**config.mk**
```make
export PLATFORM = sky130hd
export DESIGN_NAME = jidct_tokq
export DESIGN_NICKNAME = d
export VERILOG_FILES = /design/src/hw/rtl/jidct_pkg.sv /design/src/hw/rtl/jidct_tokq.sv
export SDC_FILE = /design/constraint.sdc
export NUM_CORES = 1
export LEC_CHECK = 0
export ABC_AREA = 1
export BUFFER_PORTS_ARGS = -buffer_cell sky130_fd_sc_hd__buf_2
export CAP_MARGIN = 20
export CORE_AREA = 2 2 39 41
export CTS_CLUSTER_SIZE = 40
export DETAILED_ROUTE_END_ITERATION = 6
export DIE_AREA = 0 0 41 43
export MAX_ROUTING_LAYER = met4
export SYNTH_ARGS = -nofsm -noshare
export SYNTH_HDL_FRONTEND = slang
export SYNTH_SLANG_ARGS = --single-unit
```
**constraint.sdc**
```tcl
create_clock -name i_clk -period 2 [get_ports i_clk]
set_clock_uncertainty 0.05 [all_clocks]
set_input_delay 0.3 -clock i_clk [delete_from_list [all_inputs] [get_ports i_clk]]
set_output_delay 0.3 -clock i_clk [all_outputs]
set_load 0.005 [all_outputs]
```
**src/hw/rtl/jidct_pkg.sv**
```systemverilog
package jidct_pkg;

    localparam int COEF_W   = 12;
    localparam int SAMPLE_W = 8;
    localparam int DATA_W   = 48;
    localparam int TR_W     = 32;
    localparam int SCALE_W  = 16;
    localparam int K_W      = 18;

    localparam longint unsigned BILLION = 64'd1000000000;

    localparam longint unsigned AAN_PPB [8] = '{
        64'd1000000000, 64'd1387039845, 64'd1306562965, 64'd1175875602,
        64'd1000000000, 64'd785694958,  64'd541196100,  64'd275899379
    };

    localparam longint unsigned PPB_SQRT2 = 64'd1414213562;
    localparam longint unsigned PPB_ROT   = 64'd1847759065;
    localparam longint unsigned PPB_EVEN  = 64'd1082392200;
    localparam longint unsigned PPB_ODD   = 64'd2613125930;

    typedef logic signed [DATA_W-1:0] t_word;
    typedef logic [SCALE_W-1:0] t_scale_tab [64];

    // Block token: one complete block of coefficients sitting in a bank
    typedef struct packed {
        logic valid;
        logic bank;
    } t_tok;

    typedef enum logic [2:0] {
        ST_IDLE,
        ST_CLOAD,
        ST_CBF,
        ST_CSTORE,
        ST_RLOAD,
        ST_RBF,
        ST_ROUT
    } t_state;

    // Constant in fixed point, rounded to nearest with ties up
    function automatic logic [K_W-1:0] qconst(longint unsigned ppb, int fb);
        longint unsigned v;
        v = ((ppb << fb) + BILLION / 2) / BILLION;
        return v[K_W-1:0];
    endfunction

    // AAN scale table, row factor times column factor over eight
    function automatic t_scale_tab build_scale(int fb);
        t_scale_tab tab;
        longint unsigned q;
        longint unsigned e;
        for (int i = 0; i < 64; i++) begin
            q = (AAN_PPB[(i >> 3) & 7] * AAN_PPB[i & 7] + BILLION / 2) / BILLION;
            e = ((q << fb) + 4 * BILLION) / (8 * BILLION);
            tab[i] = e[SCALE_W-1:0];
        end
        return tab;
    endfunction

    // Multiply by a constant, round to nearest with ties up
    function automatic t_word mul_k(t_word a, logic [K_W-1:0] k, int fb);
        logic signed [DATA_W+K_W:0] p;
        p = a * $signed({1'b0, k});
        p = p + $signed((DATA_W + K_W + 1)'(1) << (fb - 1));
        return t_word'(p >>> fb);
    endfunction

endpackage

```
**src/hw/rtl/jidct_tokq.sv**
```systemverilog
module jidct_tokq (
    input  logic            i_clk,
    input  logic            i_rst_n,
    input  jidct_pkg::t_tok i_tok,
    input  logic            i_pop,
    output jidct_pkg::t_tok o_tok
);
    import jidct_pkg::*;

    logic [1:0] r_q;
    logic [1:0] r_cnt;
    logic       w_pop;

    assign w_pop       = i_pop && (r_cnt != 2'd0);
    assign o_tok.valid = (r_cnt != 2'd0);
    assign o_tok.bank  = r_q[0];

    // Two-entry queue of block tokens, oldest in slot zero
    always_ff @(posedge i_clk) begin
        if (!i_rst_n) begin
            r_cnt <= '0;
        end else if (i_tok.valid && !w_pop) begin
            r_cnt <= r_cnt + 2'd1;
        end else if (!i_tok.valid && w_pop) begin
            r_cnt <= r_cnt - 2'd1;
        end
    end

    always_ff @(posedge i_clk) begin
        if (i_tok.valid && w_pop) begin
            if (r_cnt == 2'd1) begin
                r_q[0] <= i_tok.bank;
            end else begin
                r_q[0] <= r_q[1];
                r_q[1] <= i_tok.bank;
            end
        end else if (w_pop) begin
            r_q[0] <= r_q[1];
        end else if (i_tok.valid) begin
            r_q[r_cnt[0]] <= i_tok.bank;
        end
    end

endmodule

```
==> flow_metrics.tcl <==
set metrics [dict create \
    finalHoldViolations 0 \
    worst-setup-path-type "flop to flop" \
    synthSimpleGateAreaFrac_pct 36.0 \
    yosys.cell_count.top_type "nand2_1" \
    gp_congestion 0.713 \
    syn_nets 57 \
    worstSkewPairLatency_ns 0.23 \
    cts.path.max_buffers 2 \
    grt_pass1_wl_um 807 \
    synthMuxAreaShare_pct 0 \
    fin_nets 67 \
    die_x_um 41 \
    dp_hpwl_um 435 \
    finalSetupViolCount 0 \
    synth-seq-cells 4 \
    synth_edf_count 2 \
    cp.arrival_ns 1.71 \
    netlist_instances 48 \
    wire_per_inst_um 7.14 \
    worst_pin_slew_ns 0.234 \
    slew_violations 0 \
    setup_ws_ns 0.368 \
    final_layout_size_suffix_gt1_share_pct 24.6 \
    grt_pass1_vias 238 \
    slew_headroom_pct 84.4 \
    cp_slowest_cell "dfxtp_1" \
    p_per_area_mw_per_mm2 912 \
    synth_commonest_cells "nand2_1 (20), inv_1 (6), ha_1 (4), inv_2 (3), nor2_1 (3)" \
    drtAntennaViolNets 0 \
    ios 7 \
    initial_core_util_pct 23.9 \
    num_vias 279 \
    max_cap_viol_count 0 \
    synth_compound_area_share_pct 6.06 \
    start_kind "flop" \
    synth.avg_cell_area_sq_um 6.88 \
    synth-main-ff-cell "edfxtp_1" \
    dp_slack_ns 0.362 \
    cp_max_fo 7 \
    netlist.area_leader.share_pct 22.7 \
    syn_to_final_growth_pct 20.8 \
    grt_overflow 0 \
    cp_cell_sequence "inv_2 > ha_1 > inv_2 > nand2_4 > ha_1 > o21a_1 > nand2_1 > inv_1" \
    hold_path_class "input pin to flop" \
    rsz0062_at_grt "no" \
    cp.required_ns 2.08 \
    cts_tree "yes" \
    grt_max_degree 8 \
    cts_resized 0 \
    synth.distinct_cells 14 \
    fin_hold_ws_ns 0.254 \
    htreeDepth 1 \
    yosysTopAreaCell "nand2_1" \
    vias_per_cell 3.82 \
    endpoint_kind "flop" \
    rows 14 \
    fin_util_pct 28.8 \
    port_buffers 6 \
    post-route-period-util_pct 81.6 \
    drtPass1Iterations 2 \
    synth_top_family_by_area "simple AND/OR/NAND/NOR gates" \
    synth_xor_area_share_pct 0 \
    yosysSeqAreaShare_pct 30.3 \
    r2r_setup_slack_ns 0.37 \
    cts_setup_buffers 0 \
    synth_area_leaders "nand2_1 (23%), edfxtp_1 (18%), ha_1 (15%)" \
    coreArea_sq_mm 0.00138 \
    p_leak_nw 0.221 \
    synth_area_sq_um 330 \
    cts.clk_slew.worst_paths_ns 0.03 \
    cts-root-buf "clkbuf_4" \
    wirelength_um 521 \
    drtIter0Drc 4 \
    finalSetupTns_ns 0 \
    async_reset_ff_share_pct 0 \
    cts_buffers 3 \
    placed_area_sq_um 373 \
    grt.total_usage_pct 7.39 \
    drc 0 \
    run_status "finished clean" \
    die_h_um 43 \
    final_area_sq_um 399 \
    ys_warn_count 0 \
    slowest_delay_ns 0.44 \
    fmax_mhz 613 \
    diodes 0 \
    antenna_found_initial 0 \
    cts-hold-fix-buffers 0 \
    irDropWorstVdd_v 0.000433 \
    synth_fa_ha_area_share_pct 15.2 \
    fin_crit_ns 1.63 \
    cts.sinks 4 \
    die_area_sq_mm 0.00176 \
]
report_power, final:
part | internal (mW) | switching [mW] | leakage (nW)
Clock | 0.0751 | 0.0362 | 0.0150
Combinational | 0.0559 | 0.0762 | 0.170
Sequential | 0.108 | 0.0125 | 0.0361
Total | 0.239 | 0.125 | 0.221
metal layers:
| metal | vias to the layer above | global-route usage [%] | part of all wire, % |
|---|---|---|---|
| li1 | 162 | - | - |
| met3 | 0 | 7.85 | 6.9 |
| met5 | - | - | 0 |
| met4 | 0 | 2.00 | 0 |
| met2 | 8 | 10.3 | 44 |
| met1 | 109 | 6.71 | 49 |
path summary, 6_finish.rpt:
| kind | startpoint | to | cells after the start |
|---|---|---|---|
| setup reg to reg | r_cnt[0]$_SDFFE_PN0P_ | r_cnt[1]$_SDFFE_PN0P_ | 8 |
| hold / removal | i_rst_n | r_cnt[0]$_SDFFE_PN0P_ | 3 |
| hold reg to reg | r_cnt[1]$_SDFFE_PN0P_ | r_cnt[1]$_SDFFE_PN0P_ | 3 |
| setup / recovery | r_cnt[0]$_SDFFE_PN0P_ | r_cnt[1]$_SDFFE_PN0P_ | 8 |
layout by cell type, fill, tap and decap left out:
master / n
a21oi_1: 1
buf_2: 6
clkbuf_1: 1
clkbuf_4: 3
dfxtp_1: 2
edfxtp_1: 2
ha_1: 4
inv_1: 6
inv_2: 3
nand2_1: 20
nand2_4: 1
nand3_1: 2
nor2_1: 3
nor2_4: 1
o21a_1: 1
o21bai_1: 1
final cells by class:
cell class,count,area [sq um]
sequential,4,100
inverter,9,33.8
timing repair buffer,6,30.0
fill,161,985
clock buffer,4,26.3
tap,16,20.0
multi-input combinational,34,189
state kept, by name, indices dropped and copies added (netlist names):
| register | cells |
|---|---|
| r_cnt | 2 |
| r_q | 2 |
metrics by stage:
step | cells | total power, mW
CTS | 73 | 0.372
floorplan | 48 | 0.228
global placement | 69 | 0.255
detailed placement | 69 | 0.256
global route | 73 | 0.399
finish | 73 | 0.364
cells by family (layout without fill, tap and decap cells):
group | count (synthesis) | count (layout)
flops | 4 | 4
buf+inv | 10 | 19
simple gates | 27 | 27
fa+ha+maj | 4 | 4
compound gates | 3 | 3
critical path: cells and delay by family (launching register included):
kind	cells	cell delay, ns
flops	1	0.44
fa+ha+maj	2	0.55
compound gates	1	0.19
simple gates	2	0.14
buf+inv	3	0.17
Note: power is estimated with default switching activity, not from simulation.
