===== config.mk =====
export PLATFORM = sky130hd
export DESIGN_NAME = jidct_back
export DESIGN_NICKNAME = d
export VERILOG_FILES = /design/src/hw/rtl/jidct_pkg.sv /design/src/hw/rtl/jidct_back.sv
export SDC_FILE = /design/constraint.sdc
export NUM_CORES = 2
export LEC_CHECK = 0
export BUFFER_PORTS_ARGS = -buffer_cell sky130_fd_sc_hd__buf_2
export CAP_MARGIN = 30
export CORE_AREA = 2 2 343 345
export CTS_BUF_LIST = sky130_fd_sc_hd__clkbuf_2
export CTS_CLUSTER_SIZE = 12
export DETAILED_ROUTE_END_ITERATION = 7
export DIE_AREA = 0 0 345 347
export PLACE_DENSITY = 0.51
export SETUP_SLACK_MARGIN = 0.4
export SKIP_LAST_GASP = 1
export SYNTH_ARGS = -nofsm -noshare
export SYNTH_HDL_FRONTEND = slang
export SYNTH_SLANG_ARGS = --single-unit
export TNS_END_PERCENT = 10

===== constraint.sdc =====
create_clock -name i_clk -period 14 [get_ports i_clk]
set_clock_uncertainty 0.2 [all_clocks]
set_input_delay 1.4 -clock i_clk [delete_from_list [all_inputs] [get_ports i_clk]]
set_output_delay 1.4 -clock i_clk [all_outputs]
set_load 0.005 [all_outputs]

===== src/hw/rtl/jidct_pkg.sv =====
package jidct_pkg;

    localparam int COEF_W   = 12;
    localparam int SAMPLE_W = 8;
    localparam int DATA_W   = 48;
    localparam int TR_W     = 32;
    localparam int SCALE_W  = 16;
    localparam int K_W      = 18;

    localparam longint unsigned BILLION = 64'd1000000000;

    localparam longint unsigned AAN_PPB [8] = '{
        64'd1000000000, 64'd1387039845, 64'd1306562965, 64'd1175875602,
        64'd1000000000, 64'd785694958,  64'd541196100,  64'd275899379
    };

    localparam longint unsigned PPB_SQRT2 = 64'd1414213562;
    localparam longint unsigned PPB_ROT   = 64'd1847759065;
    localparam longint unsigned PPB_EVEN  = 64'd1082392200;
    localparam longint unsigned PPB_ODD   = 64'd2613125930;

    typedef logic signed [DATA_W-1:0] t_word;
    typedef logic [SCALE_W-1:0] t_scale_tab [64];

    // Block token: one complete block of coefficients sitting in a bank
    typedef struct packed {
        logic valid;
        logic bank;
    } t_tok;

    typedef enum logic [2:0] {
        ST_IDLE,
        ST_CLOAD,
        ST_CBF,
        ST_CSTORE,
        ST_RLOAD,
        ST_RBF,
        ST_ROUT
    } t_state;

    // Constant in fixed point, rounded to nearest with ties up
    function automatic logic [K_W-1:0] qconst(longint unsigned ppb, int fb);
        longint unsigned v;
        v = ((ppb << fb) + BILLION / 2) / BILLION;
        return v[K_W-1:0];
    endfunction

    // AAN scale table, row factor times column factor over eight
    function automatic t_scale_tab build_scale(int fb);
        t_scale_tab tab;
        longint unsigned q;
        longint unsigned e;
        for (int i = 0; i < 64; i++) begin
            q = (AAN_PPB[(i >> 3) & 7] * AAN_PPB[i & 7] + BILLION / 2) / BILLION;
            e = ((q << fb) + 4 * BILLION) / (8 * BILLION);
            tab[i] = e[SCALE_W-1:0];
        end
        return tab;
    endfunction

    // Multiply by a constant, round to nearest with ties up
    function automatic t_word mul_k(t_word a, logic [K_W-1:0] k, int fb);
        logic signed [DATA_W+K_W:0] p;
        p = a * $signed({1'b0, k});
        p = p + $signed((DATA_W + K_W + 1)'(1) << (fb - 1));
        return t_word'(p >>> fb);
    endfunction

endpackage


===== src/hw/rtl/jidct_back.sv =====
module jidct_back #(
    parameter int FRACTION_BITS = 12
) (
    input  logic                            i_clk,
    input  logic                            i_rst_n,
    input  jidct_pkg::t_tok                 i_tok,
    output logic                            o_tok_pop,
    output logic                            o_release,
    output logic                            o_coef_re,
    output logic [6:0]                      o_coef_raddr,
    input  logic [jidct_pkg::COEF_W-1:0]    i_coef_rdata,
    output logic                            o_tr_we,
    output logic [5:0]                      o_tr_waddr,
    output logic [jidct_pkg::TR_W-1:0]      o_tr_wdata,
    output logic                            o_tr_re,
    output logic [5:0]                      o_tr_raddr,
    input  logic [jidct_pkg::TR_W-1:0]      i_tr_rdata,
    output logic                            o_bf_start,
    output jidct_pkg::t_word                o_bf_x [8],
    input  logic                            i_bf_done,
    input  jidct_pkg::t_word                i_bf_y [8],
    output logic                            empty,
    input  logic                            pop,
    output logic [jidct_pkg::SAMPLE_W-1:0]  o_sample,
    output logic                            o_last_of_block
);
    import jidct_pkg::*;

    localparam t_scale_tab SCALE_TAB = build_scale(FRACTION_BITS);
    localparam t_word BIAS = t_word'(257) <<< (FRACTION_BITS - 1);
    localparam t_word SAT_HI = t_word'(64'sd2147483647);
    localparam t_word SAT_LO = -t_word'(64'sd2147483648);
    localparam int PROD_W = COEF_W + SCALE_W + 1;

    t_state r_state;
    t_state n_state;
    logic [3:0] r_k;
    logic [2:0] r_idx;
    logic       r_bank;
    logic       r_acz;
    t_word      r_x [8];
    logic       r_ov;

    logic [2:0]              w_row;
    logic signed [PROD_W-1:0] w_prod;
    t_word                   w_colv;
    t_word                   w_shift;
    logic                    w_free;
    logic                    w_push;

    assign w_row  = 3'(r_k - 4'd1);
    assign w_prod = $signed(i_coef_rdata) * $signed({1'b0, SCALE_TAB[{w_row, r_idx}]});
    assign w_colv = r_acz ? r_x[0] : i_bf_y[r_k[2:0]];
    assign w_shift = i_bf_y[r_k[2:0]] >>> FRACTION_BITS;
    assign w_free = !r_ov || pop;
    assign empty  = !r_ov;
    assign o_bf_x = r_x;

    // Next state
    always_comb begin
        n_state = r_state;
        unique case (r_state)
            ST_IDLE:   if (i_tok.valid) n_state = ST_CLOAD;
            ST_CLOAD:  if (r_k == 4'd8) n_state = ST_CBF;
            ST_CBF:    if (i_bf_done) n_state = ST_CSTORE;
            ST_CSTORE: begin
                if (r_k[2:0] == 3'd7) n_state = (r_idx == 3'd7) ? ST_RLOAD : ST_CLOAD;
            end
            ST_RLOAD:  if (r_k == 4'd8) n_state = ST_RBF;
            ST_RBF:    if (i_bf_done) n_state = ST_ROUT;
            ST_ROUT: begin
                if (w_free && r_k[2:0] == 3'd7) begin
                    n_state = (r_idx == 3'd7) ? ST_IDLE : ST_RLOAD;
                end
            end
            default:   n_state = ST_IDLE;
        endcase
    end

    // Outputs of the sequencer
    always_comb begin
        o_tok_pop    = 1'b0;
        o_release    = 1'b0;
        o_coef_re    = 1'b0;
        o_coef_raddr = {r_bank, r_k[2:0], r_idx};
        o_tr_re      = 1'b0;
        o_tr_raddr   = {r_idx, r_k[2:0]};
        o_tr_we      = 1'b0;
        o_tr_waddr   = {r_k[2:0], r_idx};
        o_tr_wdata   = w_colv[TR_W-1:0];
        o_bf_start   = 1'b0;
        w_push       = 1'b0;
        if (w_colv > SAT_HI) begin
            o_tr_wdata = SAT_HI[TR_W-1:0];
        end else if (w_colv < SAT_LO) begin
            o_tr_wdata = SAT_LO[TR_W-1:0];
        end
        unique case (r_state)
            ST_IDLE:   o_tok_pop = i_tok.valid;
            ST_CLOAD:  o_coef_re = !r_k[3];
            ST_CBF:    o_bf_start = (r_k == 4'd0);
            ST_CSTORE: begin
                o_tr_we   = 1'b1;
                o_release = (r_k[2:0] == 3'd7) && (r_idx == 3'd7);
            end
            ST_RLOAD:  o_tr_re = !r_k[3];
            ST_RBF:    o_bf_start = (r_k == 4'd0);
            ST_ROUT:   w_push = w_free;
            default:   o_tok_pop = 1'b0;
        endcase
    end

    // Hold state, step counters
    always_ff @(posedge i_clk) begin
        if (!i_rst_n) begin
            r_state <= ST_IDLE;
            r_k     <= '0;
            r_idx   <= '0;
        end else begin
            r_state <= n_state;
            if (r_state != n_state) begin
                r_k <= '0;
            end else if (r_state == ST_CLOAD || r_state == ST_RLOAD ||
                         r_state == ST_CSTORE || (r_state == ST_ROUT && w_free)) begin
                r_k <= r_k + 4'd1;
            end else if ((r_state == ST_CBF || r_state == ST_RBF) && r_k == 4'd0) begin
                r_k <= 4'd1;
            end
            if (r_state == ST_IDLE) begin
                r_idx <= '0;
            end else if ((r_state == ST_CSTORE && r_k[2:0] == 3'd7) ||
                         (r_state == ST_ROUT && w_free && r_k[2:0] == 3'd7)) begin
                r_idx <= r_idx + 3'd1;
            end
        end
    end

    // Capture the bank, load operands, track zero AC terms
    always_ff @(posedge i_clk) begin
        if (r_state == ST_IDLE) begin
            r_bank <= i_tok.bank;
        end
        if (r_state == ST_CLOAD) begin
            if (r_k == 4'd0) begin
                r_acz <= 1'b1;
            end else begin
                r_x[w_row] <= t_word'(w_prod);
                if (w_row != 3'd0 && i_coef_rdata != '0) begin
                    r_acz <= 1'b0;
                end
            end
        end
        if (r_state == ST_RLOAD && r_k != 4'd0) begin
            r_x[w_row] <= t_word'($signed(i_tr_rdata)) + ((w_row == 3'd0) ? BIAS : '0);
        end
    end

    // Output register, one result waiting
    always_ff @(posedge i_clk) begin
        if (!i_rst_n) begin
            r_ov <= 1'b0;
        end else if (w_push) begin
            r_ov <= 1'b1;
        end else if (pop) begin
            r_ov <= 1'b0;
        end
    end

    always_ff @(posedge i_clk) begin
        if (w_push) begin
            if (w_shift < 0) begin
                o_sample <= '0;
            end else if (w_shift > t_word'(255)) begin
                o_sample <= 8'd255;
            end else begin
                o_sample <= w_shift[SAMPLE_W-1:0];
            end
            o_last_of_block <= (r_idx == 3'd7) && (r_k[2:0] == 3'd7);
        end
    end

endmodule


==> results_dict.tcl <==
set metrics [dict create \
    avgSynthCellArea_um2 8.460 \
    firstDrtPassIters 5 \
    dp_hpwl_mm 125.6 \
    synth_enable_flop_cells 11 \
    yosys_most_used_dff "dfxtp_1" \
    synth-seq-cells 406 \
    worstMarginPinSlew_ns 1.075 \
    clk_path_buf_depth 3 \
    critPathSlowestCell "a21oi_2" \
    htreeDepth 3 \
    synthToLayoutAreaGrowth_pct 28.55 \
    synth_commonest_cells "nand2_1, dfxtp_1, nor2_1" \
    finalInstanceArea_um2 32190 \
    dpl_cell_area_um2 31020 \
    finalSetupViolCount 0 \
    rows 125 \
    drtIter0Drc 2354 \
    fp.dieH_um 347 \
    grt_max_degree 62 \
    cts_tree "built" \
    period_needed_ns 9.239 \
    ios 885 \
    instances_no_fill 5466 \
    gr-total-overflow 0 \
    cp.required_ns 14.84 \
    cp.buffers_inverters 7 \
    met3_usage_pct 6.782 \
    critPathKind "reg2reg" \
    drive_gt1_share_pct 33.77 \
    place.gp.congestion 0.9633 \
    clkLatencyLatePin_ns 1.29 \
    synth_nets 3571 \
    yosysTopAreaCellShare_pct 31.58 \
    grtUsageTotal_pct 24.89 \
    drt_wl_total_mm 153.8 \
    hp-class "in2reg" \
    cpLargestDelayFamily "adder cells" \
    synth_largest_area_cell "dfxtp_1" \
    syn-cell-area_um2 25040 \
    status "finished, final reports clean" \
    seq_area_frac_synth_pct 32.90 \
    reg2reg_slack_ns 4.76 \
    busiest_layer "met2" \
    drv_slew 0 \
    drv_cap 0 \
    final.setup.tns_ns 0 \
    grt_util_met2_pct 43.14 \
    nets 4421 \
    io_buffer_count 884 \
    root_buffer "clkbuf_2" \
    cts_buffers 113 \
    ys_types 80 \
    cts.clk_slew.worst_paths_ns 0.11 \
    critPathMaxStageDelay_ns 0.76 \
    cp_data_arrival_time_ns 10.08 \
    slew_headroom_pct 28.08 \
    dp.cells 5216 \
    ant_nets 0 \
    crit_fanout 44 \
    p_leak_nw 15.12 \
    grt_pass1_vias 25420 \
    p_per_area_nw_per_um2 172.7 \
    vdd_drop_max_mv 0.3611 \
    post_cts_buffers 0 \
    grt_pass1_wl_mm 208.1 \
    cts.sinks 406 \
    via_per_inst 4.866 \
    startpoint_type "register" \
    rsz0062_at_grt "no" \
    antenna_found_initial 104 \
    synth_area_leaders "dfxtp_1, nand2_1, mux4_2" \
    use_met1_pct 29.08 \
    core_um2 115700 \
    ys_async_sr_fraction_pct 0 \
    fin_crit_sh_pct 65.99 \
    wl_per_cell_um 28.15 \
    yosysWarnings 0 \
    hold_viol 0 \
    dieArea_um2 119700 \
    max_freq_mhz 108.2 \
    drc 0 \
    dr_total_vias 26600 \
    syn_inst 2960 \
    initial_core_util_pct 21.64 \
    post-synth-top-count-cell "nand2_1" \
    die_w_um 345 \
    endpoint_kind "register" \
]
-- cells in the final DEF (no fill, tap or decap), types with 27 or more instances in the layout --
master,count
a22oi_1,43
nand2_1,570
mux2i_1,76
fa_1,81
and2_1,58
nor2_1,298
diode_2,45
buf_2,884
a21o_1,27
mux4_2,78
a21oi_1,287
o21ai_0,136
clkbuf_2,177
dfxtp_1,391
buf_4,84
a31oi_1,92
ha_1,96
inv_1,129
-- timing repair --
action,4_1_cts,5_1_grt
endpoints found under the hold margin,1,0
gates resized for setup,0,0
hold buffers,1,0
-- logic make-up (layout without fill, tap and decap cells) --
family          after synthesis  after routing  synth area share [%]
xor+xnor                     40             40                 1.474
other cells                   0             45                     0
compound gates              714            714                 17.03
buf+inv                     372           1309                 6.940
flops                       406            406                 32.90
fa+ha+maj                   177            177                 11.27
simple gates               1072           1072                 17.96
mux                         179            179                 12.43
-- worst paths after layout --
check,from,to,cells after the start
setup / recovery,r_k[0]$_SDFFE_PP0P_,o_bf_x[31]$_DFF_P_,28
setup reg to reg,r_k[0]$_SDFFE_PP0P_,o_bf_x[31]$_DFF_P_,28
hold / removal,i_rst_n,r_state[2]$_SDFF_PN0_,3
hold reg to reg,o_bf_x[280]$_DFF_P_,o_bf_x[280]$_DFF_P_,1
-- routing by layer --
layer | share of wire [%] | up-vias
li1 | - | 12020
met1 | 39 | 12920
met2 | 49 | 1304
met3 | 8.0 | 309
met4 | 4.4 | 46
met5 | 0.21 | -
-- flip-flops by register name (all words and copies together), names as in the netlist, 3 cells and up --
name	cells
o_sample	8
r_state	3
r_idx	3
r_k	4
o_bf_x	384
-- layout make-up --
| class | count | area [um^2] |
|---|---|---|
| clock buffers | 177 | 885.9 |
| flip-flops and latches | 406 | 8250 |
| fillers | 12800 | 83540 |
| multi-input cells | 2182 | 15190 |
| inverters | 130 | 488.0 |
| repair buffers | 977 | 5213 |
| clock inverters | 25 | 145.1 |
| well taps | 1524 | 1907 |
| diodes | 45 | 112.6 |
-- report_power, final --
| part | switching, mW | internal (mW) | leakage, nW | total, mW |
|---|---|---|---|---|
| clock | 0.566 | 0.355 | 0.813 | 0.921 |
| sequential | 0.159 | 1.40 | 3.40 | 1.55 |
| combinational | 2.07 | 1.01 | 10.9 | 3.08 |
-- stage by stage --
step           hold WS, ns  utilization, %  power, mW  setup slack [ns]
3_3_place_gp        0.2310           26.61      4.622             4.634
2_1_floorplan       0.2483               -      2.989             5.552
5_1_grt             0.1882           27.78      5.887             4.039
6_report            0.2312           27.82      5.560             4.761
4_1_cts            0.07328           27.70      5.582             4.697
3_5_place_dp        0.2351           26.80      4.644             4.840
-- tightest hold or removal path, cell delays in order --
cell and delay (ns):
buf_2 0.09, inv_1 0.09, nor2_1 0.11
Note: power is estimated with default switching activity, not from simulation.
