### src/hw/rtl/jidct_ram.sv
module jidct_ram #(
    parameter int WIDTH = 12,
    parameter int DEPTH = 64
) (
    input  logic                     i_clk,
    input  logic                     i_we,
    input  logic [$clog2(DEPTH)-1:0] i_waddr,
    input  logic [WIDTH-1:0]         i_wdata,
    input  logic                     i_re,
    input  logic [$clog2(DEPTH)-1:0] i_raddr,
    output logic [WIDTH-1:0]         o_rdata
);

    logic [WIDTH-1:0] r_mem [DEPTH];

    // Write one word, read one word with registered data
    always_ff @(posedge i_clk) begin
        if (i_we) begin
            r_mem[i_waddr] <= i_wdata;
        end
        if (i_re) begin
            o_rdata <= r_mem[i_raddr];
        end
    end

endmodule

### config.mk
export PLATFORM = sky130hd
export DESIGN_NAME = jidct_ram
export DESIGN_NICKNAME = d
export VERILOG_FILES = /design/src/hw/rtl/jidct_ram.sv
export SDC_FILE = /design/constraint.sdc
export NUM_CORES = 1
export LEC_CHECK = 0
export BUFFER_PORTS_ARGS = -buffer_cell sky130_fd_sc_hd__buf_2
export CAP_MARGIN = 20
export CORE_UTILIZATION = 59
export CTS_BUF_LIST = sky130_fd_sc_hd__clkbuf_4 sky130_fd_sc_hd__clkbuf_8
export CTS_CLUSTER_SIZE = 8
export DETAILED_ROUTE_END_ITERATION = 6
export PLACE_DENSITY = 0.78
export SLEW_MARGIN = 10
export SYNTH_ARGS = -nofsm -noshare
export SYNTH_HDL_FRONTEND = slang
export SYNTH_SLANG_ARGS = --single-unit
### constraint.sdc
create_clock -name i_clk -period 1.79 [get_ports i_clk]
set_input_delay 0.0895 -clock i_clk [delete_from_list [all_inputs] [get_ports i_clk]]
set_output_delay 0.0895 -clock i_clk [all_outputs]
set_load 0.02 [all_outputs]
==> flow_summary.json, run 1 <==
{
  "antenna_found_initial": 4,
  "yosysSeqAreaShare": 0.781,
  "end_kind": "flip-flop",
  "numPortBuffers": 38,
  "viasPerCell": 6.47,
  "final_layout_size_suffix_gt1_frac": 0.394,
  "busiest_layer": "met2",
  "synth_top_cell_by_area": "edfxtp_1",
  "ctsLongestPathBuffers": 3,
  "synth_top_area_frac": 0.781,
  "cp-start-kind": "flip-flop",
  "muxShareOfSynthArea": 0.154,
  "grt_overflow_total": 0,
  "met1_usage": 0.374,
  "async_reset_ff_frac": 0,
  "wirelength_um": 69100,
  "synth_compound_area_frac": 0.0258,
  "first_iter_violations": 2219,
  "cts_root_buf": "clkbuf_8",
  "synth_adder_area_share": 0,
  "min_from": "i_wdata[1]",
  "post-route-util": 0.701,
  "cts_buffers": 117,
  "rsz0062_at_grt": "true",
  "critical_path.max_fanout": 1,
  "p_leak_nw": 11.4,
  "power_mw": 36.0,
  "period_minus_slack_ns": 2.05,
  "multi_input_area_um2": 6410,
  "syn-num-nets": 1366,
  "required_ns": 2.23,
  "ir_drop_v": 0.000617,
  "reg2reg_from": "r_mem[36][4]",
  "dieArea_um2": 51700,
  "violations": "setup timing",
  "max-cap-violations": 0,
  "track_usage": 0.276,
  "synth_cells": 1339,
  "synth_edf_count": 780,
  "core_um2": 50200,
  "num-fill-cells": 2806,
  "synth.avg_cell_area_um2": 22.4,
  "ys_ff_latch": 780,
  "clock_sink_count": 780,
  "ff2ff_path_depth": 6,
  "hold_depth": 2,
  "status": "finished with violations",
  "wl_per_cell_um": 28.9,
  "cts_setup_buffers": 0,
  "nNetsFinal": 1676,
  "path_class": "flip-flop to flip-flop",
  "synth_area_um2": 30000,
  "clk_pin_slew_ns": 0.06,
  "hp-class": "input pin to flip-flop",
  "final-max-slew-violation-count": 0,
  "die_h_um": 227,
  "synthXorXnorAreaFrac": 0,
  "clk_latency_ns": 0.70,
  "finalWeightedCongestion": 0.923,
  "yosys-top-cells-area": "edfxtp_1 78%, mux4_2 14%, nor2_1 0.93%",
  "num_rows": 82,
  "grtUsageMet2": 0.448,
  "synth_flop_cell": "edfxtp_1",
  "grt_pass1_wl_um": 100000,
  "detail-route-antenna-nets": 0,
  "final_common_cell": "edfxtp_1",
  "hold_path_end": "r_mem[23][1]",
  "grt_max_degree": 65,
  "slew_headroom": 0.334,
  "synthToLayoutAreaGrowth_pct": 17.3,
  "tightest_slew_ns": 0.998,
  "vias": 15400,
  "htreeDepth": 3,
  "power_per_cell_area_nw_per_um2": 1020,
  "met3_usage": 0.0598,
  "finClkSkew_ns": 0.0381,
  "die_x_um": 227,
  "ff_latch_area_um2": 23400,
  "dr.pass1.iters": 5,
  "ys_types": 34,
  "r2r_slack_ns": -0.26,
  "first_global_vias": 15700,
  "finalHoldViolCount": 0,
  "r2r-end": "o_rdata[4]",
  "synthSimpleGateAreaFrac": 0.0248,
  "finalSetupViolCount": 8,
  "synth_top_family_by_area": "multiplexers",
  "dp_hpwl_um": 42500,
  "cts_tree": "done",
  "arrival_ns": 2.48,
  "fmax_mhz": 489,
  "io_pins": 39,
  "synth_warnings": 0,
  "fin_crit_sh": 1.14,
  "start_util": 0.597,
  "setup_ws_ns": -0.256,
  "drc": 0,
  "final_cell_mix": "780 x edfxtp_1, 192 x mux4_2, 180 x buf_4"
}
## cell type report
type	instances	area share
flip-flops and latches	780	0.666
multi-input cells	486	0.182
well taps	672	0.0239
diodes	3	0.000214
clock inverters	23	0.00452
clock buffers	159	0.0553
repair buffers	264	0.0677
## stage by stage
step,setup WS (ns),area (um^2),hold slack (ns),setup TNS (ns),instances
floorplan,-0.0400,30100,0.188,-0.144,1339
finish,-0.256,35200,0.0675,-0.820,2387
global route,-0.295,35200,0.0493,-1.27,2386
CTS,-0.243,35000,0.00720,-0.795,2380
global placement,-0.529,32600,0.531,-4.73,2194
detailed placement,-0.570,32600,0.542,-5.49,2195
## critical path, cell delays in order, from the launching register on
cell	delay [ns]
edfxtp_1	0.37
mux4_2	0.48
nor2b_4	0.14
a221o_1	0.34
a311oi_2	0.25
buf_4	0.17
o31ai_1	0.05
## metal layers
metal / wire (um) / up-vias / share of wire
met5: 16 / - / 0.00023
li1: - / 6308 / -
met3: 6730 / 146 / 0.097
met1: 25700 / 7985 / 0.37
met4: 2070 / 2 / 0.030
met2: 34600 / 1003 / 0.50
## how the worst max path moves through the flow
stage                       startpoint  slack, ns    endpoint  cells past startpoint
after floorplan             i_raddr[0]      -0.04  o_rdata[1]                      7
after global placement      i_raddr[0]      -0.53  o_rdata[1]                      7
after detailed placement    i_raddr[0]      -0.57  o_rdata[1]                      7
after CTS                 r_mem[36][4]      -0.24  o_rdata[4]                      6
after global routing      r_mem[37][4]      -0.29  o_rdata[4]                      6
final                     r_mem[36][4]      -0.26  o_rdata[4]                      6
## kinds of logic after synthesis
kind of cell / count (synthesis)
AO/OA/AOI/OAI: 109
buffers and inverters: 73
flip-flops: 780
multiplexers: 219
AND/OR/NAND/NOR: 158
## synthesized netlist by cell type, types with 3 or more instances
library cell	n
edfxtp_1	780
buf_4	11
mux4_2	192
o21ai_0	11
a22o_1	6
buf_1	3
o22ai_1	23
clkbuf_1	33
nor2_1	74
mux2i_1	20
a22oi_1	9
nor2b_1	15
nor3_1	10
mux2_2	7
a21oi_1	10
buf_2	13
o221ai_1	16
buf_6	13
nand2_1	14
a31oi_1	9
nand3_1	14
nand2b_1	21
a211oi_1	13
a32o_1	4
## where the power goes
group | switching (mW) | leakage [nW] | internal [mW]
clock | 6.24 | 1.11 | 7.17
combinational | 1.30 | 3.26 | 0.977
sequential | 0.0521 | 7.03 | 20.3
total | 7.59 | 11.4 | 28.4
## registers in the layout (all words and copies together) (netlist names)
name	count
o_rdata	12
r_mem	768
## repair_timing
action	CTS	global route
hold buffers	3	3
pin swaps	18	8
endpoints found under the setup margin	12	12
endpoints found under the hold margin	108	81
resized for setup	44	22
(Power assumes the default switching activity.)
==> inputs of run 2 (changes only) <==
--- a/config.mk
+++ b/config.mk
@@ -7,2 +7,3 @@
 export LEC_CHECK = 0
+export ABC_AREA = 1
 export BUFFER_PORTS_ARGS = -buffer_cell sky130_fd_sc_hd__buf_2
@@ -13,3 +14,3 @@
 export DETAILED_ROUTE_END_ITERATION = 6
-export PLACE_DENSITY = 0.78
+export PLACE_DENSITY = 0.74
 export SLEW_MARGIN = 10
==> constraint.sdc (replaced) <==
create_clock -name i_clk -period 1.79 [get_ports i_clk]
set_input_delay 0.2685 -clock i_clk [delete_from_list [all_inputs] [get_ports i_clk]]
set_output_delay 0.2685 -clock i_clk [all_outputs]
set_load 0.02 [all_outputs]
==> run 2 against run 1 <==
Core utilization fell by 0.69 points; non-clock buffer count fell by 18; maximum frequency rose by 19%; global-route usage rose by 3.0 points; via count rose by 41%; the flow finishes with violations (DRC); final cell count rose by 52%; clock power rose by 4%; critical path type is now flip-flop to primary output; worst setup slack improved by 0.32 ns; design area rose by 4.3%.
==> flow_summary.json, run 2 <==
{
  "final_cell_mix": "972 x nand2_1, 780 x edfxtp_1, 655 x nand3_1",
  "top_register": "r_mem",
  "htreeDepth": 3,
  "tightest_slew_ns": 0.893,
  "power_per_cell_area_nw_per_um2": 1010,
  "grt_pass1_wl_um": 124000,
  "dieArea_um2": 54800,
  "slew_headroom": 0.405,
  "largest_register_ffs": 768,
  "grt_overflow_total": 0,
  "vias": 21800,
  "wl_per_cell_um": 22.9,
  "first_iter_violations": 2811,
  "ff2ff_path_depth": 8,
  "synthToLayoutAreaGrowth_pct": 15.4,
  "rsz0062_at_grt": "false",
  "hold_slack_ns": 0.0901,
  "syn-num-nets": 2688,
  "final_area_um2": 36700,
  "ys_types": 15,
  "core_um2": 52900,
  "post-route-util": 0.694,
  "synth_top_family_by_area": "simple AND/OR/NAND/NOR gates",
  "clk_latency_ns": 0.73,
  "max-cap-violations": 0,
  "place_ws_ns": -0.222,
  "power_mw": 37.0,
  "muxShareOfSynthArea": 0,
  "synth_area_um2": 31800,
  "post_synth_most_frequent_cells": "972 x nand2_1, 780 x edfxtp_1, 655 x nand3_1, 80 x buf_2, 56 x nor2_1",
  "finClkSkew_ns": 0.0327,
  "cp_slowest_stage_delay_ns": 0.51,
  "synth_top_area_frac": 0.737,
  "reg2reg_from": "r_mem[27][0]",
  "finalWeightedCongestion": 0.929,
  "arrival_ns": 1.45,
  "critical_path.cell_chain": "buf_2",
  "nNetsFinal": 2887,
  "yosys-top-cells-area": "edfxtp_1 74%, nand2_1 11%, nand3_1 10%",
  "cts_tree": "done",
  "fin_cells": 3626,
  "hold_path_end": "o_rdata[0]",
  "final_common_cell": "nand2_1",
  "async_reset_ff_frac": 0,
  "yosysMostFrequentCell": "nand2_1",
  "hp-class": "input pin to flip-flop",
  "die_x_um": 234,
  "hold_depth": 3,
  "violations": "DRC",
  "ctsLongestPathBuffers": 3,
  "period_minus_slack_ns": 1.72,
  "dp_hpwl_um": 50600,
  "setup_ws_ns": 0.0668,
  "cts_setup_buffers": 0,
  "first_global_vias": 21100,
  "ir_drop_v": 0.000661,
  "start_util": 0.601,
  "p_leak_nw": 13.5,
  "yosysSeqAreaShare": 0.737,
  "grt_max_degree": 65,
  "status": "finished with violations",
  "synth_cells": 2661,
  "wirelength_um": 82900,
  "crit_family": "flip-flops",
  "synth_compound_area_frac": 0,
  "synthXorXnorAreaFrac": 0,
  "required_ns": 1.52,
  "r2r_slack_ns": 0.24,
  "critical_path.max_fanout": 1,
  "final_layout_size_suffix_gt1_frac": 0.156,
  "ff_latch_area_um2": 23400,
  "ys_ff_latch": 780,
  "critPathBufInv": 1,
  "num_rows": 84,
  "multi_input_area_um2": 7380,
  "tns_ns": 0,
  "synthSimpleGateAreaFrac": 0.228,
  "top_regs": "r_mem (768), o_rdata (12)",
  "track_usage": 0.307,
  "cp-start-kind": "flip-flop",
  "final-max-slew-violation-count": 0,
  "min_from": "i_raddr[5]",
  "synth_edf_count": 780,
  "cpMaxStageDelayCell": "edfxtp_1",
  "clk_pin_slew_ns": 0.06,
  "viasPerCell": 6.01,
  "synth.avg_cell_area_um2": 11.9,
  "clock_sink_count": 780,
  "dr.pass1.iters": 7,
  "detail-route-antenna-nets": 0,
  "end_kind": "primary output",
  "fin_crit_sh": 0.963,
  "antenna_found_initial": 1,
  "placed_area_um2": 34500,
  "synth_warnings": 0,
  "fmax_mhz": 580,
  "finalHoldViolCount": 0,
  "r2r-end": "o_rdata[0]",
  "drc": 10,
  "synth_top_cell_by_area": "edfxtp_1",
  "io_pins": 39,
  "finalSetupViolCount": 0,
  "synth_adder_area_share": 0,
  "place_inst": 3424,
  "synth_flop_cell": "edfxtp_1",
  "cts_buffers": 120,
  "cts_root_buf": "clkbuf_8",
  "die_h_um": 234,
  "num-fill-cells": 3630,
  "path_class": "flip-flop to primary output",
  "numPortBuffers": 38
}
==> run 2: cell count changes after synthesis, moves of 11 or more <==
| cell | change |
|---|---|
| a211oi_1 | -13 |
| buf_2 | +67 |
| buf_6 | +24 |
| mux2i_1 | -20 |
| mux4_2 | -192 |
| nand2_1 | +958 |
| nand2b_1 | -21 |
| nand3_1 | +641 |
| nor2_1 | -18 |
| nor2b_1 | -15 |
| o21ai_0 | -11 |
| o221ai_1 | -16 |
| o22ai_1 | -23 |
==> run 2: worst max-delay path by stage <==
stage / startpoint / end / slack (ns) / cells past startpoint
2_1_floorplan: i_we / r_mem[48][0] / -0.26 / 3
3_3_place_gp: i_raddr[0] / o_rdata[6] / -0.19 / 12
3_5_place_dp: i_raddr[0] / o_rdata[6] / -0.22 / 12
4_1_cts: o_rdata[4] / o_rdata[4] / 0.04 / 1
5_1_grt: o_rdata[4] / o_rdata[4] / 0.05 / 1
6_report: o_rdata[11] / o_rdata[11] / 0.07 / 1
==> run 2: logic make-up (layout without fill, tap and decap cells) <==
family | count (synthesis) | count (layout)
DFF | 780 | 780
and+or+nand+nor | 1700 | 1700
buffers and inverters | 181 | 457
other | 0 | 1
==> run 2: area by class of cell <==
cell class | instances | share of cell area
tap | 688 | 0.0235
timing repair buffer | 246 | 0.0753
clock buffer | 165 | 0.0546
sequential | 780 | 0.638
inverter | 12 | 0.00174
clock inverter | 34 | 0.00512
multi-input combinational | 1700 | 0.201
antenna | 1 | 0.0000682
==> run 2: where the power goes <==
group	switching [mW]	internal [mW]	total [mW]	leakage, nW
clock network	6.63	7.28	13.9	1.16
logic	1.89	0.833	2.72	5.31
registers	0.0676	20.3	20.3	7.03
==> run 2: worst register-to-register path, cell delays in order, from the launching register on <==
cell      delay [ns]
edfxtp_1        0.38
nand2_1         0.08
nand3_1         0.11
nand3_1         0.09
nand2_1         0.06
nand2_1         0.06
nand3_1         0.20
nand3_1         0.24
nand2_1         0.07
==> run 2: metal layers <==
metal,part of all wire,global-route usage
met1,0.39,0.429
met2,0.47,0.477
met3,0.11,0.0562
met4,0.035,0.129
met5,0.00016,0
==> run 2: timing repair <==
action	4_1_cts	5_1_grt
hold endpoints to repair	28	0
hold buffers	2	0
resized for setup	0	0
endpoints found under the setup margin	0	0
==> inputs of run 3 (changes only) <==
- ABC_AREA: 1 -> unset
==> run 3 against run 2 <==
The flow finishes with violations (setup timing); non-clock buffer count up 24; first-iteration DRC count down 42%; sequential share of layout area up 2.1 points; worst hold slack worse by 0.020 ns; via count down 31%; critical path type is now flip-flop to flip-flop; worst setup slack worse by 0.19 ns.
==> flow_summary.json, run 3 (synthesis results as in run 1) <==
{
  "status": "finished with violations",
  "violations": "setup timing",
  "clk_latency_ns": 0.71,
  "finalHoldViolCount": 0,
  "place_ws_ns": -0.771,
  "numPortBuffers": 38,
  "wl_met2_um": 34100,
  "p_seq_frac": 0.572,
  "p_int_mw": 28.0,
  "critical_path.max_fanout": 1,
  "fmax_mhz": 523,
  "wl_per_cell_um": 29.1,
  "ctsLongestPathBuffers": 3,
  "end_kind": "flip-flop",
  "tightest_slew_ns": 0.815,
  "top_register": "r_mem",
  "final_cell_mix": "780 x edfxtp_1, 192 x mux4_2, 175 x buf_4",
  "dieArea_um2": 51700,
  "antenna_found_initial": 4,
  "vias": 15100,
  "nNetsFinal": 1681,
  "path_class": "flip-flop to flip-flop",
  "drt-met1-wl_um": 26700,
  "min_from": "i_re",
  "power_per_cell_area_nw_per_um2": 1000,
  "final-max-slew-violation-count": 0,
  "max-cap-violations": 0,
  "worstSetupStartpoint": "r_mem[39][1]",
  "comb_power_share": 0.064,
  "dr.pass1.iters": 5,
  "finalWeightedCongestion": 0.875,
  "reg2reg_from": "r_mem[39][1]",
  "largest_register_ffs": 768,
  "switching_share": 0.212,
  "die_h_um": 227,
  "post-route-util": 0.707,
  "ir_drop_v": 0.000590,
  "slew_headroom": 0.456,
  "finalSetupViolCount": 7,
  "die_x_um": 227,
  "top_regs": "r_mem (768), o_rdata (12)",
  "placed_area_um2": 33100,
  "met3_length_um": 6550,
  "io_pins": 39,
  "core_um2": 50200,
  "cp-start-kind": "flip-flop",
  "wirelength_um": 69500,
  "clkPwrFrac": 0.364,
  "place_inst": 2208,
  "arrival_ns": 2.37,
  "hp-class": "input pin to flip-flop",
  "power_mw": 35.5,
  "grt_overflow_total": 0,
  "fin_cells": 2383,
  "hold_slack_ns": 0.0696,
  "final_layout_size_suffix_gt1_frac": 0.415,
  "final_common_cell": "edfxtp_1",
  "cts_setup_buffers": 0,
  "track_usage": 0.280,
  "clk_pin_slew_ns": 0.06,
  "num-fill-cells": 2801,
  "holdBufCountCts": 0,
  "switching_power_mw": 7.55,
  "period_minus_slack_ns": 1.91,
  "grt_pass1_wl_um": 102000,
  "start_util": 0.597,
  "tns_ns": -0.449,
  "final_area_um2": 35500,
  "finClkSkew_ns": 0.0465,
  "required_ns": 2.24,
  "setup_ws_ns": -0.122,
  "cts_buffers": 116,
  "drc": 0,
  "cts_tree": "done",
  "p_leak_nw": 11.5,
  "rsz0062_at_grt": "true",
  "cts_root_buf": "clkbuf_8",
  "fin_crit_sh": 1.07,
  "synthToLayoutAreaGrowth_pct": 18.4,
  "htreeDepth": 3,
  "first_iter_violations": 1626,
  "viasPerCell": 6.36,
  "grt_max_degree": 65,
  "dp_hpwl_um": 44300,
  "detail-route-antenna-nets": 0,
  "clock_sink_count": 780,
  "num_rows": 82,
  "highest_layer": "met5",
  "first_global_vias": 15500
}
==> run 3: cell types whose count changed in the layout (fill, tap and decap cells not counted), sizes merged, moves of 12 or more <==
cell    before  now
a211oi       0   13
buf        244  270
clkinv      30   17
inv         13    1
mux2i        0   20
mux4         0  192
nand2      972   14
nand2b       0   21
nand3      655   14
nor2        56   74
nor2b        0   15
o221ai       0   16
o22ai        0   23
==> run 3: power by group through the flow <==
stage	Sequential, mW	Combinational (mW)	Clock (mW)
final	20.3	2.29	12.9
after global routing	20.3	2.41	13.9
after CTS	20.3	2.24	13.1
after detailed placement	20.7	2.18	0
after global placement	20.7	2.13	0
after floorplan	20.7	1.06	0
==> run 3: metal layers <==
metal,vias up,GRT usage
met5,-,0
met4,2,0.104
met3,125,0.0669
met2,849,0.442
met1,7877,0.385
li1,6296,-
==> run 3: worst paths after layout <==
| path | endpoint | slack (ns) | cells past startpoint |
|---|---|---|---|
| setup / recovery | o_rdata[1] | -0.12 | 6 |
| hold / removal | o_rdata[10] | 0.07 | 1 |
| setup reg to reg | o_rdata[1] | -0.12 | 6 |
| hold reg to reg | o_rdata[9] | 0.97 | 4 |
==> run 3: area by class of cell <==
cell class / count / area, um^2 / share of cell area
sequential: 780 / 23400 / 0.660
multi-input combinational: 486 / 6520 / 0.184
timing repair buffer: 270 / 2710 / 0.0763
clock buffer: 154 / 1900 / 0.0535
tap: 672 / 841 / 0.0237
clock inverter: 20 / 104 / 0.00293
antenna: 1 / 2.50 / 0.0000705
==> run 3: repair_timing <==
action / 4_1_cts / 5_1_grt
setup endpoints to repair: 11 / 12
pin swaps: 10 / 10
gates resized for setup: 38 / 31
==> run 3: critical path: stages (launching register included) <==
cell      delay (ns)
edfxtp_1        0.37
mux4_2          0.47
nor2b_4         0.14
a221o_1         0.30
a311oi_2        0.20
buf_4           0.17
o31ai_2         0.05
